## config.mk

```make
export PLATFORM = sky130hd
export DESIGN_NAME = sliding_window_extrema_vote_core_flat
export DESIGN_NICKNAME = d
export VERILOG_FILES = /design/src/swev_pkg.sv /design/src/swev_if.sv /design/src/swev_apb.sv /design/src/swev_useq.sv /design/src/swev_datapath.sv /design/src/sliding_window_extrema_vote_core.sv /design/src/flat_wrapper.sv
export SDC_FILE = /design/constraint.sdc
export NUM_CORES = 2
export LEC_CHECK = 0
export BUFFER_PORTS_ARGS = -buffer_cell sky130_fd_sc_hd__buf_2
export CORE_ASPECT_RATIO = 1.4
export CORE_MARGIN = 8
export CORE_UTILIZATION = 63
export DETAILED_ROUTE_END_ITERATION = 10
export GPL_TIMING_DRIVEN = 0
export MAX_ROUTING_LAYER = met4
export PLACE_DENSITY = 0.9
export SLEW_MARGIN = 20
export SYNTH_ARGS = -nofsm -noshare
export SYNTH_HDL_FRONTEND = slang
export SYNTH_SLANG_ARGS = --single-unit
```

## constraint.sdc

```tcl
create_clock -name clk -period 7 [get_ports clk]
set_input_delay 1.4 -clock clk [delete_from_list [all_inputs] [get_ports clk]]
set_output_delay 1.4 -clock clk [all_outputs]
set_load 0.01 [all_outputs]
```

## src/swev_pkg.sv

```systemverilog
// shared types, constants and microcode rom of the sliding window extrema vote block
package swev_pkg;

    localparam int MAX_WINDOW_DEF = 63;
    localparam int SAMPLE_W       = 16;
    localparam int VOTE_W         = 7;
    localparam int WLEN_W         = 6;
    localparam int APB_ADDR_W     = 3;
    localparam int APB_DATA_W     = 32;
    localparam int PC_W           = 4;

    localparam logic [WLEN_W-1:0]        WLEN_RESET = WLEN_W'(16);
    localparam logic signed [VOTE_W-1:0] VOTE_MAX   = VOTE_W'(63);
    localparam logic signed [VOTE_W-1:0] VOTE_MIN   = -VOTE_W'(63);

    // register index, taken from paddr[2]
    localparam logic REG_WINDOW_LENGTH = 1'b0;

    typedef enum logic [PC_W-1:0] {
        ST_IDLE,
        ST_CHECK,
        ST_SCAN,
        ST_RD_LO,
        ST_WR_LO,
        ST_RD_HI,
        ST_WR_HI,
        ST_RD_HEAD,
        ST_EMIT_POP,
        ST_PUSH,
        ST_FLUSH_RD,
        ST_FLUSH_EMIT,
        ST_FLUSH_TEST,
        ST_BACK
    } step_t;

    typedef enum logic [1:0] {
        VSRC_NONE,
        VSRC_LO,
        VSRC_HI,
        VSRC_HEAD
    } vote_src_t;

    typedef enum logic [1:0] {
        VUPD_NONE,
        VUPD_DEC_LO,
        VUPD_INC_HI
    } vote_upd_t;

    typedef enum logic [1:0] {
        EMIT_NONE,
        EMIT_POP,
        EMIT_FLUSH
    } emit_t;

    typedef enum logic [2:0] {
        COND_ALWAYS,
        COND_NO_INPUT,
        COND_SHORT,
        COND_SCAN_MORE,
        COND_OUT_BUSY,
        COND_NOT_EOS,
        COND_HELD_NZ
    } cond_t;

    typedef struct packed {
        logic      in_take;
        logic      scan_clr;
        logic      scan_step;
        vote_src_t vote_src;
        vote_upd_t vote_upd;
        emit_t     emit;
        logic      push;
        cond_t     cond;
        step_t     target;
    } ctl_word_t;

    typedef struct packed {
        logic in_wait;
        logic short_win;
        logic scan_more;
        logic out_busy;
        logic not_eos;
        logic held_nz;
    } status_t;

    function automatic ctl_word_t ucode_rom(step_t pc);
        ctl_word_t w;
        w = '{in_take: 1'b0, scan_clr: 1'b0, scan_step: 1'b0, vote_src: VSRC_NONE,
              vote_upd: VUPD_NONE, emit: EMIT_NONE, push: 1'b0, cond: COND_ALWAYS,
              target: ST_IDLE};
        case (pc)
            ST_IDLE:
            begin
                w.in_take = 1'b1;
                w.cond    = COND_NO_INPUT;
                w.target  = ST_IDLE;
            end
            ST_CHECK:
            begin
                w.scan_clr = 1'b1;
                w.cond     = COND_SHORT;
                w.target   = ST_PUSH;
            end
            ST_SCAN:
            begin
                w.scan_step = 1'b1;
                w.cond      = COND_SCAN_MORE;
                w.target    = ST_SCAN;
            end
            ST_RD_LO:
            begin
                w.vote_src = VSRC_LO;
                w.target   = ST_WR_LO;
            end
            ST_WR_LO:
            begin
                w.vote_upd = VUPD_DEC_LO;
                w.target   = ST_RD_HI;
            end
            ST_RD_HI:
            begin
                w.vote_src = VSRC_HI;
                w.target   = ST_WR_HI;
            end
            ST_WR_HI:
            begin
                w.vote_upd = VUPD_INC_HI;
                w.target   = ST_RD_HEAD;
            end
            ST_RD_HEAD:
            begin
                w.vote_src = VSRC_HEAD;
                w.target   = ST_EMIT_POP;
            end
            ST_EMIT_POP:
            begin
                w.emit   = EMIT_POP;
                w.cond   = COND_OUT_BUSY;
                w.target = ST_EMIT_POP;
            end
            ST_PUSH:
            begin
                w.push   = 1'b1;
                w.cond   = COND_NOT_EOS;
                w.target = ST_IDLE;
            end
            ST_FLUSH_RD:
            begin
                w.vote_src = VSRC_HEAD;
                w.target   = ST_FLUSH_EMIT;
            end
            ST_FLUSH_EMIT:
            begin
                w.emit   = EMIT_FLUSH;
                w.cond   = COND_OUT_BUSY;
                w.target = ST_FLUSH_EMIT;
            end
            ST_FLUSH_TEST:
            begin
                w.cond   = COND_HELD_NZ;
                w.target = ST_FLUSH_RD;
            end
            ST_BACK:
            begin
                w.cond   = COND_ALWAYS;
                w.target = ST_IDLE;
            end
            default:
            begin
                w.cond   = COND_ALWAYS;
                w.target = ST_IDLE;
            end
        endcase
        return w;
    endfunction

endpackage

```

## src/swev_if.sv

```systemverilog
// request channel interfaces for samples in and votes out
interface swev_in_if import swev_pkg::*; ();
    logic                       valid;
    logic                       ready;
    logic signed [SAMPLE_W-1:0] sample;
    logic                       end_of_sequence;

    modport source (output valid, output sample, output end_of_sequence, input ready);
    modport sink (input valid, input sample, input end_of_sequence, output ready);
endinterface

interface swev_out_if import swev_pkg::*; ();
    logic                     valid;
    logic                     ready;
    logic signed [VOTE_W-1:0] vote;
    logic                     last_vote;

    modport source (output valid, output vote, output last_vote, input ready);
    modport sink (input valid, input vote, input last_vote, output ready);
endinterface

```

## src/swev_apb.sv

```systemverilog
// apb register port holding the window length
module swev_apb import swev_pkg::*; (
    input  logic                  clk,
    input  logic                  rst_n,
    input  logic                  psel,
    input  logic                  penable,
    input  logic                  pwrite,
    input  logic [APB_ADDR_W-1:0] paddr,
    input  logic [APB_DATA_W-1:0] pwdata,
    output logic [APB_DATA_W-1:0] prdata,
    output logic                  pready,
    output logic [WLEN_W-1:0]     window_length
);

    logic [WLEN_W-1:0] wlen_reg;
    logic [WLEN_W-1:0] wlen_next;
    logic              wr_en;

    assign pready = 1'b1;
    assign wr_en  = psel && penable && pwrite && (paddr[2] == REG_WINDOW_LENGTH);

    always_comb
    begin
        wlen_next = wlen_reg;
        if (wr_en)
        begin
            wlen_next = pwdata[WLEN_W-1:0];
        end
    end

    always_ff @(posedge clk or negedge rst_n)
    begin
        if (!rst_n)
        begin
            wlen_reg <= WLEN_RESET;
        end
        else
        begin
            wlen_reg <= wlen_next;
        end
    end

    always_comb
    begin
        prdata = '0;
        if (paddr[2] == REG_WINDOW_LENGTH)
        begin
            prdata = {{(APB_DATA_W-WLEN_W){1'b0}}, wlen_reg};
        end
    end

    assign window_length = wlen_reg;

endmodule

```

## src/swev_useq.sv

```systemverilog
// microcode sequencer: step counter, control rom and conditional jumps
module swev_useq import swev_pkg::*; (
    input  logic      clk,
    input  logic      rst_n,
    input  status_t   status,
    output ctl_word_t ctl
);

    step_t pc_reg;
    step_t pc_next;
    logic  take_jump;

    always_comb
    begin
        ctl = ucode_rom(pc_reg);
    end

    always_comb
    begin
        case (ctl.cond)
            COND_ALWAYS:    take_jump = 1'b1;
            COND_NO_INPUT:  take_jump = status.in_wait;
            COND_SHORT:     take_jump = status.short_win;
            COND_SCAN_MORE: take_jump = status.scan_more;
            COND_OUT_BUSY:  take_jump = status.out_busy;
            COND_NOT_EOS:   take_jump = status.not_eos;
            COND_HELD_NZ:   take_jump = status.held_nz;
            default:        take_jump = 1'b1;
        endcase
        if (take_jump)
        begin
            pc_next = ctl.target;
        end
        else
        begin
            pc_next = step_t'(PC_W'(pc_reg + PC_W'(1)));
        end
    end

    always_ff @(posedge clk or negedge rst_n)
    begin
        if (!rst_n)
        begin
            pc_reg <= ST_IDLE;
        end
        else
        begin
            pc_reg <= pc_next;
        end
    end

endmodule

```

## src/swev_datapath.sv

```systemverilog
// sample and vote memories, window scan, vote update and output register
module swev_datapath import swev_pkg::*; #(
    parameter int MAX_WINDOW = MAX_WINDOW_DEF
) (
    input  logic              clk,
    input  logic              rst_n,
    input  ctl_word_t         ctl,
    input  logic [WLEN_W-1:0] window_length,
    output status_t           status,
    swev_in_if.sink           sample_ch,
    swev_out_if.source        vote_ch
);

    localparam int PTR_W = $clog2(MAX_WINDOW + 1);
    localparam int DEPTH = 1 << PTR_W;
    localparam logic [PTR_W-1:0] MAX_W = PTR_W'(MAX_WINDOW);
    localparam logic [PTR_W-1:0] ONE   = PTR_W'(1);

    logic signed [SAMPLE_W-1:0] smp_mem [DEPTH];
    logic signed [VOTE_W-1:0]   vote_mem [DEPTH];

    logic [PTR_W-1:0] head_reg, head_next;
    logic [PTR_W-1:0] held_reg, held_next;
    logic [PTR_W-1:0] k_reg, k_next;
    logic [PTR_W-1:0] lo_reg, lo_next;
    logic [PTR_W-1:0] hi_reg, hi_next;
    logic signed [SAMPLE_W-1:0] min_reg, min_next;
    logic signed [SAMPLE_W-1:0] max_reg, max_next;
    logic signed [SAMPLE_W-1:0] smp_rd_reg;
    logic signed [VOTE_W-1:0]   vote_rd_reg;
    logic signed [SAMPLE_W-1:0] sample_reg;
    logic                       eos_reg;
    logic                       out_valid_reg, out_valid_next;
    logic signed [VOTE_W-1:0]   out_vote_reg;
    logic                       out_last_reg;

    logic [PTR_W-1:0]         w_eff;
    logic [PTR_W-1:0]         smp_rd_addr;
    logic                     smp_rd_en;
    logic [PTR_W-1:0]         vote_rd_addr;
    logic [PTR_W-1:0]         vote_wr_addr;
    logic signed [VOTE_W-1:0] vote_wr_data;
    logic                     vote_wr_en;
    logic [PTR_W-1:0]         tail_addr;
    logic                     in_fire;
    logic                     out_free;
    logic                     emit_fire;

    // effective window: zero acts as one, saturate at the maximum
    always_comb
    begin
        if (window_length == '0)
        begin
            w_eff = ONE;
        end
        else if (int'(window_length) > MAX_WINDOW)
        begin
            w_eff = MAX_W;
        end
        else
        begin
            w_eff = PTR_W'(window_length);
        end
    end

    assign sample_ch.ready = ctl.in_take;
    assign in_fire         = sample_ch.valid && ctl.in_take;
    assign out_free        = !out_valid_reg || vote_ch.ready;
    assign emit_fire       = (ctl.emit != EMIT_NONE) && out_free;
    assign tail_addr       = PTR_W'(head_reg + held_reg);

    assign status.in_wait   = !sample_ch.valid;
    assign status.short_win = held_reg < w_eff;
    assign status.scan_more = k_reg != PTR_W'(w_eff - ONE);
    assign status.out_busy  = !out_free;
    assign status.not_eos   = !eos_reg;
    assign status.held_nz   = held_reg != '0;

    // sample read stream for the scan, one entry per cycle
    assign smp_rd_en   = ctl.scan_clr || ctl.scan_step;
    assign smp_rd_addr = ctl.scan_clr ? head_reg : PTR_W'(head_reg + k_reg + ONE);

    always_comb
    begin
        case (ctl.vote_src)
            VSRC_LO:   vote_rd_addr = PTR_W'(head_reg + lo_reg);
            VSRC_HI:   vote_rd_addr = PTR_W'(head_reg + hi_reg);
            VSRC_HEAD: vote_rd_addr = head_reg;
            default:   vote_rd_addr = head_reg;
        endcase
    end

    always_comb
    begin
        vote_wr_en   = 1'b0;
        vote_wr_addr = tail_addr;
        vote_wr_data = '0;
        case (ctl.vote_upd)
            VUPD_DEC_LO:
            begin
                vote_wr_en   = 1'b1;
                vote_wr_addr = PTR_W'(head_reg + lo_reg);
                vote_wr_data = (vote_rd_reg == VOTE_MIN) ? VOTE_MIN
                                                         : VOTE_W'(vote_rd_reg - VOTE_W'(1));
            end
            VUPD_INC_HI:
            begin
                vote_wr_en   = 1'b1;
                vote_wr_addr = PTR_W'(head_reg + hi_reg);
                vote_wr_data = (vote_rd_reg == VOTE_MAX) ? VOTE_MAX
                                                         : VOTE_W'(vote_rd_reg + VOTE_W'(1));
            end
            default:
            begin
                if (ctl.push)
                begin
                    vote_wr_en = 1'b1;
                end
            end
        endcase
    end

    // first smallest and last largest over the window
    always_comb
    begin
        k_next   = k_reg;
        lo_next  = lo_reg;
        hi_next  = hi_reg;
        min_next = min_reg;
        max_next = max_reg;
        if (ctl.scan_clr)
        begin
            k_next = '0;
        end
        else if (ctl.scan_step)
        begin
            k_next = PTR_W'(k_reg + ONE);
            if (k_reg == '0)
            begin
                lo_next  = '0;
                hi_next  = '0;
                min_next = smp_rd_reg;
                max_next = smp_rd_reg;
            end
            else
            begin
                if (smp_rd_reg < min_reg)
                begin
                    lo_next  = k_reg;
                    min_next = smp_rd_reg;
                end
                if (smp_rd_reg >= max_reg)
                begin
                    hi_next  = k_reg;
                    max_next = smp_rd_reg;
                end
            end
        end
    end

    always_comb
    begin
        head_next = head_reg;
        held_next = held_reg;
        if (emit_fire)
        begin
            head_next = PTR_W'(head_reg + ONE);
            held_next = PTR_W'(held_reg - ONE);
        end
        else if (ctl.push)
        begin
            held_next = PTR_W'(held_reg + ONE);
        end
    end

    always_comb
    begin
        out_valid_next = out_valid_reg;
        if (emit_fire)
        begin
            out_valid_next = 1'b1;
        end
        else if (vote_ch.ready)
        begin
            out_valid_next = 1'b0;
        end
    end

    always_ff @(posedge clk or negedge rst_n)
    begin
        if (!rst_n)
        begin
            head_reg      <= '0;
            held_reg      <= '0;
            k_reg         <= '0;
            out_valid_reg <= 1'b0;
        end
        else
        begin
            head_reg      <= head_next;
            held_reg      <= held_next;
            k_reg         <= k_next;
            out_valid_reg <= out_valid_next;
        end
    end

    always_ff @(posedge clk)
    begin
        lo_reg  <= lo_next;
        hi_reg  <= hi_next;
        min_reg <= min_next;
        max_reg <= max_next;
        if (in_fire)
        begin
            sample_reg <= sample_ch.sample;
            eos_reg    <= sample_ch.end_of_sequence;
        end
        if (emit_fire)
        begin
            out_vote_reg <= vote_rd_reg;
            out_last_reg <= (ctl.emit == EMIT_FLUSH) && (held_reg == ONE);
        end
    end

    always_ff @(posedge clk)
    begin
        if (ctl.push)
        begin
            smp_mem[tail_addr] <= sample_reg;
        end
        if (smp_rd_en)
        begin
            smp_rd_reg <= smp_mem[smp_rd_addr];
        end
    end

    always_ff @(posedge clk)
    begin
        if (vote_wr_en)
        begin
            vote_mem[vote_wr_addr] <= vote_wr_data;
        end
        if (ctl.vote_src != VSRC_NONE)
        begin
            vote_rd_reg <= vote_mem[vote_rd_addr];
        end
    end

    assign vote_ch.valid     = out_valid_reg;
    assign vote_ch.vote      = out_vote_reg;
    assign vote_ch.last_vote = out_last_reg;

endmodule

```

## src/sliding_window_extrema_vote_core.sv

```systemverilog
// top level of the sliding window extrema vote block
//
//   channel     dir  payload                    handshake
//   sample_ch   in   sample, end_of_sequence    valid / ready
//   vote_ch     out  vote, last_vote            valid / ready
//   apb         in   window_length at 0x0       psel / penable / pready
//
// a sample that fills the window is only stored; one that scores a window first runs
// a scan of the sample memory, one read per cycle over the effective window length w.
// a final sample then flushes each held vote with a read, an emit and a test step.
// reset clears the control state; the memories need no clearing pass.
// an output stall holds the sequencer at either emit step; a new sample is taken
// while the last vote still waits in the output register.
module sliding_window_extrema_vote_core import swev_pkg::*; #(
    parameter int MAX_WINDOW = MAX_WINDOW_DEF
) (
    input  logic                  clk,
    input  logic                  rst_n,
    input  logic                  psel,
    input  logic                  penable,
    input  logic                  pwrite,
    input  logic [APB_ADDR_W-1:0] paddr,
    input  logic [APB_DATA_W-1:0] pwdata,
    output logic [APB_DATA_W-1:0] prdata,
    output logic                  pready,
    swev_in_if.sink               sample_ch,
    swev_out_if.source            vote_ch
);

    logic [WLEN_W-1:0] window_length;
    ctl_word_t         ctl;
    status_t           status;

    swev_apb u_apb (
        .clk           (clk),
        .rst_n         (rst_n),
        .psel          (psel),
        .penable       (penable),
        .pwrite        (pwrite),
        .paddr         (paddr),
        .pwdata        (pwdata),
        .prdata        (prdata),
        .pready        (pready),
        .window_length (window_length)
    );

    swev_useq u_useq (
        .clk    (clk),
        .rst_n  (rst_n),
        .status (status),
        .ctl    (ctl)
    );

    swev_datapath #(
        .MAX_WINDOW (MAX_WINDOW)
    ) u_datapath (
        .clk           (clk),
        .rst_n         (rst_n),
        .ctl           (ctl),
        .window_length (window_length),
        .status        (status),
        .sample_ch     (sample_ch),
        .vote_ch       (vote_ch)
    );

endmodule
```

## src/flat_wrapper.sv

```systemverilog
// flat-port wrapper written by rule: the top's interface ports become plain ports
module sliding_window_extrema_vote_core_flat import swev_pkg::*;
#(
    parameter int MAX_WINDOW = MAX_WINDOW_DEF
)
  (clk, rst_n, psel, penable, pwrite, paddr, pwdata, prdata, pready, sample_ch_valid, sample_ch_sample, sample_ch_end_of_sequence, sample_ch_ready, vote_ch_valid, vote_ch_vote, vote_ch_last_vote, vote_ch_ready);
  swev_in_if sample_ch_i ();
  swev_out_if vote_ch_i ();
  input  logic clk;
  input  logic rst_n;
  input  logic psel;
  input  logic penable;
  input  logic pwrite;
  input  logic [APB_ADDR_W-1:0] paddr;
  input  logic [APB_DATA_W-1:0] pwdata;
  output logic [APB_DATA_W-1:0] prdata;
  output logic pready;
  input wire logic [$bits(sample_ch_i.valid)-1:0] sample_ch_valid;
  input wire logic [$bits(sample_ch_i.sample)-1:0] sample_ch_sample;
  input wire logic [$bits(sample_ch_i.end_of_sequence)-1:0] sample_ch_end_of_sequence;
  output wire logic [$bits(sample_ch_i.ready)-1:0] sample_ch_ready;
  output wire logic [$bits(vote_ch_i.valid)-1:0] vote_ch_valid;
  output wire logic [$bits(vote_ch_i.vote)-1:0] vote_ch_vote;
  output wire logic [$bits(vote_ch_i.last_vote)-1:0] vote_ch_last_vote;
  input wire logic [$bits(vote_ch_i.ready)-1:0] vote_ch_ready;
  assign sample_ch_i.valid = sample_ch_valid;
  assign sample_ch_i.sample = sample_ch_sample;
  assign sample_ch_i.end_of_sequence = sample_ch_end_of_sequence;
  assign sample_ch_ready = sample_ch_i.ready;
  assign vote_ch_valid = vote_ch_i.valid;
  assign vote_ch_vote = vote_ch_i.vote;
  assign vote_ch_last_vote = vote_ch_i.last_vote;
  assign vote_ch_i.ready = vote_ch_ready;
  sliding_window_extrema_vote_core #(.MAX_WINDOW(MAX_WINDOW)) u_core (.clk(clk), .rst_n(rst_n), .psel(psel), .penable(penable), .pwrite(pwrite), .paddr(paddr), .pwdata(pwdata), .prdata(prdata), .pready(pready), .sample_ch(sample_ch_i), .vote_ch(vote_ch_i));
endmodule
```

Word level (Yosys, flattened, before mapping). Memories as Yosys holds them, arrays and structs flattened. A register that Yosys moved wholly into a read port is not among the register bits. Index checks and enable logic that the tools add are counted.

Flip-flop bits (word level): 98. Memories: 2. Bits in latches: 0. Bits of input ports: 59. Memory bits (read-only): 0. RAM bits: 1472. Output and inout port bits: 43.

Reductions and logical operators: 30. Multipliers: 0. Bitwise operators: 2. Eq/ne operators: 27. Div/mod/pow operators: 0. Order comparisons: 3. Shift operators: 0. $add $sub $neg: 13. Mux-type cells: 36.

Memory list: u_core.u_datapath.smp_mem (depth 64, width 16, read ports 1, clocked after memory_dff 1, write ports 1, line swev_datapath.sv:19) `logic signed [SAMPLE_W-1:0] smp_mem [DEPTH];`; u_core.u_datapath.vote_mem (depth 64, width 7, read ports 1, clocked after memory_dff 1, write ports 1, line swev_datapath.sv:20) `logic signed [VOTE_W-1:0] vote_mem [DEPTH];`.

Operators with widths (number): 16-bit 2-to-1 mux (4); 6-bit 2-to-1 mux (9); 4-bit one-hot mux with 9 select lines (1); 6-bit by 1-bit adder with 6-bit output, second input constant (4); 6-bit adder (4); 6-bit one-hot mux with 2 select lines (2); 4-bit == test, second input constant (5); 3-bit one-hot mux with 6 select lines (1); 4-bit by 3-bit == test with 1-bit output, second input constant (4); 16-bit greater-or-equal comparator (1); 16-bit less-than comparator (1); 7-bit == test, second input constant (2); 7-bit 2-to-1 mux (2); 7-bit one-hot mux with 2 select lines (1); 2-bit nonzero test (7); 6-bit zero test (2); 6-bit by 1-bit subtractor with 6-bit output, second input constant (2); 1-bit 2-to-1 mux (11); 2-bit OR reduction (5); 3-bit == test, second input constant (3); 4-bit by 2-bit == test with 1-bit output, second input constant (2); 2-bit one-hot mux with 2 select lines (2); 7-bit by 2-bit adder with 7-bit output, second input constant (1); 7-bit by 2-bit subtractor with 7-bit output, second input constant (1); 19 further kinds (34).

Depth between registers and ports, before layout.
Word-level depth: 7. Mapped depth: 18. Mapped depth without buffers: 14.

By module. From an unflattened synthesis, not the netlist that was laid out.

Cell total of the unflattened synthesis: 3630. Area total of the unflattened synthesis: 65173.8 µm².

Modules (own cells, without submodules): swev_datapath (instances 1, cells an instance 3510, area an instance 64040.2 µm²); swev_useq (instances 1, cells an instance 72, area an instance 628.1 µm²); swev_apb (instances 1, cells an instance 48, area an instance 505.5 µm²).

Worst setup path after synthesis. OpenSTA, ideal clock, no wires.

Path kind: reg-to-reg. Start: register u_core.u_useq.pc_reg[2]. End: memory u_core.u_datapath.vote_mem[0][6] (data pin). Cell stages (with the launch flop): 8. Buffers on the path: 3. Slack: 2.080 ns. Clock period less this slack: 4.920 ns. Setup time: 0.681 ns. Arrival time: 4.239 ns. Required time: 6.319 ns. Path through: dfrtp_1 > clkbuf_1 > nor2b_1 > nand2_1 > ha_1 > clkbuf_1 > buf_1 > nor3_1.

Longest elaborated chain between the ends: 4. Elaborated cells between the ends (all ways): 6. Those cells by class: 4 x eq/ne; 2 x mux.

Ends and longest elaborated chain: start, declared (line swev_useq.sv:9) `step_t pc_reg;`; start signal, assigned (line swev_useq.sv:48) `pc_reg <= pc_next;`; 4-bit by 3-bit == test with 1-bit output (line swev_pkg.sv:91) `case (pc)`; 2-bit one-hot mux with 2 select lines (*) (line swev_pkg.sv:91); 2-bit == test / 2-bit by 1-bit == test with 1-bit output (equally long branches) (line swev_datapath.sv:98) `case (ctl.vote_upd)`; 7-bit one-hot mux with 2 select lines (*) (line swev_datapath.sv:98); via u_core.u_datapath.vote_wr_data[6] (line swev_datapath.sv:42) `logic signed [VOTE_W-1:0] vote_wr_data;`; end, declared (line swev_datapath.sv:20).

The timed path passes the listed nets; every way through them passes the cells marked *.

Worst setup path in the final report.
Start: register u_core.u_datapath.k_reg[0]. End: register u_core.u_datapath.smp_rd_reg[13] (read register of u_core.u_datapath.smp_mem) (data pin).

Longest elaborated chain between the ends: 3.

Ends and longest elaborated chain: start, declared (line swev_datapath.sv:24) `logic [PTR_W-1:0] k_reg, k_next;`; start signal, assigned (line swev_datapath.sv:202) `k_reg <= k_next;`; 6-bit adder (line swev_datapath.sv:81) `assign smp_rd_addr = ctl.scan_clr ? head_reg : PTR_W'(head_reg + k_reg + ONE);`; 6-bit by 1-bit adder with 6-bit output (line swev_datapath.sv:81); 6-bit 2-to-1 mux (line swev_datapath.sv:81); end, declared (line swev_datapath.sv:29) `logic signed [SAMPLE_W-1:0] smp_rd_reg;`.

Every way passes these cells. A chain may end at the register's enable or synchronous reset.

==> results.md <==
* Routed Antenna Nets at 0
* Synthesized area at 64780 um2
* Die width at 287.0 um
* Max Clk Rate at 157.8 MHz
* Core ar. at 102300 um2
* Critical path type: flop to flop
* Initial antenna violation count at 12
* Worst R2R Start: u_core.u_datapath.k_reg[0]$_DFFE_PN0P_
* GRT Util Overall at 34.54%
* Element type at the critical path end: flop
* Pin count of the biggest net entering global routing at 31
* CP startpoint: u_core.u_datapath.k_reg[0]$_DFFE_PN0P_
* Final period utilization at 90.51%
* RSZ-0062 raised after global routing: no
* Htree depth at 4
* Main area contributors after synthesis: edfxtp_1 72%, mux4_2 8.9%, mux2i_1 4.1%
* Post-layout minimum cycle time at 6.336 ns
* Status: complete, no violations
* Hold Crit Start: u_core.u_datapath.smp_rd_reg[5]$_DFFE_PP_
* Leading area contributor after synthesis: edfxtp_1
* Total clock sinks at 1593
* Reg2Reg Depth at 11
* Post_cts resized at 0
* Top-count cell post-synth: edfxtp_1
* Worst-case clock buffer depth at 3
* Sequential element share of the synthesized area at 73.62%
* Max FFs per register at 1024
* Number of flops mapped to enable cells by yosys at 1564
* First DRT Iteration DRCs at 6977
* Hold Path Class: flop to flop
* Crit path DAT at 6.79 ns
* Yosys warning count at 0
* FF-to-FF setup slack at 0.66 ns
* Setup crit end: u_core.u_datapath.smp_rd_reg[13]$_DFFE_PP_
* First-pass GRT wire length at 273400 um
* CTS Buf Count at 138
* Initial Utilization at 63.35%
* Layout Nets at 4152
* Buffer count from post-CTS setup fixing at 0
* Critical path buffer and inverter count at 3
* Dpl cells at 5212
* Max cap viols at 0
* CP delay by family, top: multiplexers
* R2R Path End: u_core.u_datapath.smp_rd_reg[13]$_DFFE_PP_
* CP Launch Type: flop
* Post-Layout Cell Count at 5477
* Worst hold margin at 0.5443 ns
* Most flops, register: u_core.u_datapath.smp_mem
* Slew HR at 12.90%
* Area Overhead vs Synth at 12.85%
* Grt ovf at 0
* Row cnt at 139
* Most used cell along the critical path: mux2i_1
* Flops & latches, synth at 1593
* First drt pass iteration count at 9
* Netlist cell types at 68
* DRC violations left at 0
* Routed wire per std cell at 36.43 um
* Layout cells sized above 1 at 20.38%
* Die Ht at 395.4 um
* Root Buffer: clkbuf_16
* Slew @ Worst Pin at 1.305 ns
* Vias per inst at 7.295
* Ys flop type: edfxtp_1
* CTS tree: done
* Routed WL at 199500 um
* Worst EP required at 7.46 ns
* CP Cell Sequence: inv_1, ha_1, fa_1, a21oi_1, clkbuf_1, buf_2, mux4_2, mux2i_1, mux2i_1, mux2i_1, mux2i_1
* Synth top area share at 72.49%
* Io pins at 102
* Slew Viols, Final at 0
* RePlAce Congestion at 1.051
* Area of the die at 113500 um2
* Crit path max fanout at 10
* Hold_buf cts at 0
* Clock Latency Late Sink at 0.80 ns
* Ys async rst share at 1.820%
* Vias in the first global route at 39560
* Count of port buffers added during placement at 46
* Final hold vios at 0
* Via count at 39960
* Layout Skew at 0.05178 ns
* Max incr delay on CP at 0.93 ns
* Largest regs: u_core.u_datapath.smp_mem x1024, u_core.u_datapath.vote_mem x448
* Final Setup Violations at 0
* Synth top cells by count: 1564 x edfxtp_1, 402 x nand2_1, 268 x mux2i_1
* Slowest CP cell: a21oi_1
* Dpl hpwl at 118000 um
* CTS clk-pin slew, worst paths at 0.07 ns
* Synth Instances at 3700
* Syn_area_per_cell at 17.51 um2
* Crit. path cell count at 11
area by class of cell:
class | instances | area, um2
sequential | 1593 | 47690
fill | 5411 | 29150
multi-input combinational | 1867 | 16090
clock buffer | 170 | 3615
timing repair buffer | 148 | 1799
tap | 1339 | 1675
buffer | 199 | 1131
clock inverter | 74 | 810.8
inverter | 66 | 247.7
antenna | 21 | 52.55
cell families after synthesis:
family | synth area share [%]
adders and majority gates | 1.591
buffers and inverters | 2.126
DFF | 73.62
AOI/OAI and AO/OA | 2.773
muxes | 13.16
other | 0.01159
and+or+nand+nor | 6.140
xor gates and xnor gates | 0.5794
routing by layer:
metal	up-vias	wire, um	part of all wire [%]	track usage [%]
met5	-	0	0	-
met4	0	21850	11	26.34
met3	1237	24420	12	9.192
met2	4310	97390	49	55.73
met1	19280	55880	28	35.93
li1	15130	-	-	-
through the flow:
stage | worst slack (ns) | instance area, um2 | TNS, ns | utilization, %
after global placement | -1.212 | 66780 | -144.52 | 65.31
after floorplan | 2.080 | 64880 | 0 | -
after CTS | 1.586 | 73040 | 0 | 71.42
final | 0.6644 | 73110 | 0 | 71.49
after detailed placement | 1.679 | 68610 | 0 | 67.09
after global routing | 0.8432 | 73090 | 0 | 71.48
worst reg2reg max path, cell delays in order (launching register included):
cell and delay (ns):
dfrtp_1 0.50, inv_1 0.18, ha_1 0.28, fa_1 0.49
a21oi_1 0.93, clkbuf_1 0.93, buf_2 0.52, mux4_2 0.42
mux2i_1 0.80, mux2i_1 0.37, mux2i_1 0.37, mux2i_1 0.21
layout by cell type (no fill, tap or decap), types with 66 or more instances in the layout:
cell | Yosys | final
a21oi_1 | 87 | 83
buf_2 | 81 | 127
mux2i_1 | 268 | 263
nand2_1 | 402 | 402
ha_1 | 76 | 76
nor2_1 | 218 | 152
clkbuf_16 | 0 | 139
nand3_1 | 137 | 137
inv_1 | 66 | 66
mux4_2 | 256 | 256
edfxtp_1 | 1564 | 1564
clkbuf_1 | 39 | 67
worst min-delay path by stage:
| stage | endpoint | slack [ns] | depth (start not counted) |
|---|---|---|---|
| final | u_core.u_datapath.max_reg[5]$_DFFE_PP_ | 0.54 | 0 |
| after global routing | u_core.u_datapath.max_reg[0]$_DFFE_PP_ | 0.56 | 0 |
| after CTS | u_core.u_datapath.min_reg[15]$_DFFE_PP_ | 0.53 | 0 |
| after detailed placement | u_core.u_datapath.min_reg[15]$_DFFE_PP_ | 0.51 | 0 |
| after global placement | u_core.u_datapath.min_reg[0]$_DFFE_PP_ | 0.49 | 0 |
| after floorplan | u_core.u_datapath.vote_ch.vote[3]$_DFFE_PP_ | 0.42 | 0 |
Power is not shown: default switching activity piles up to over one toggle a cycle in this logic, so the estimate is an artifact.
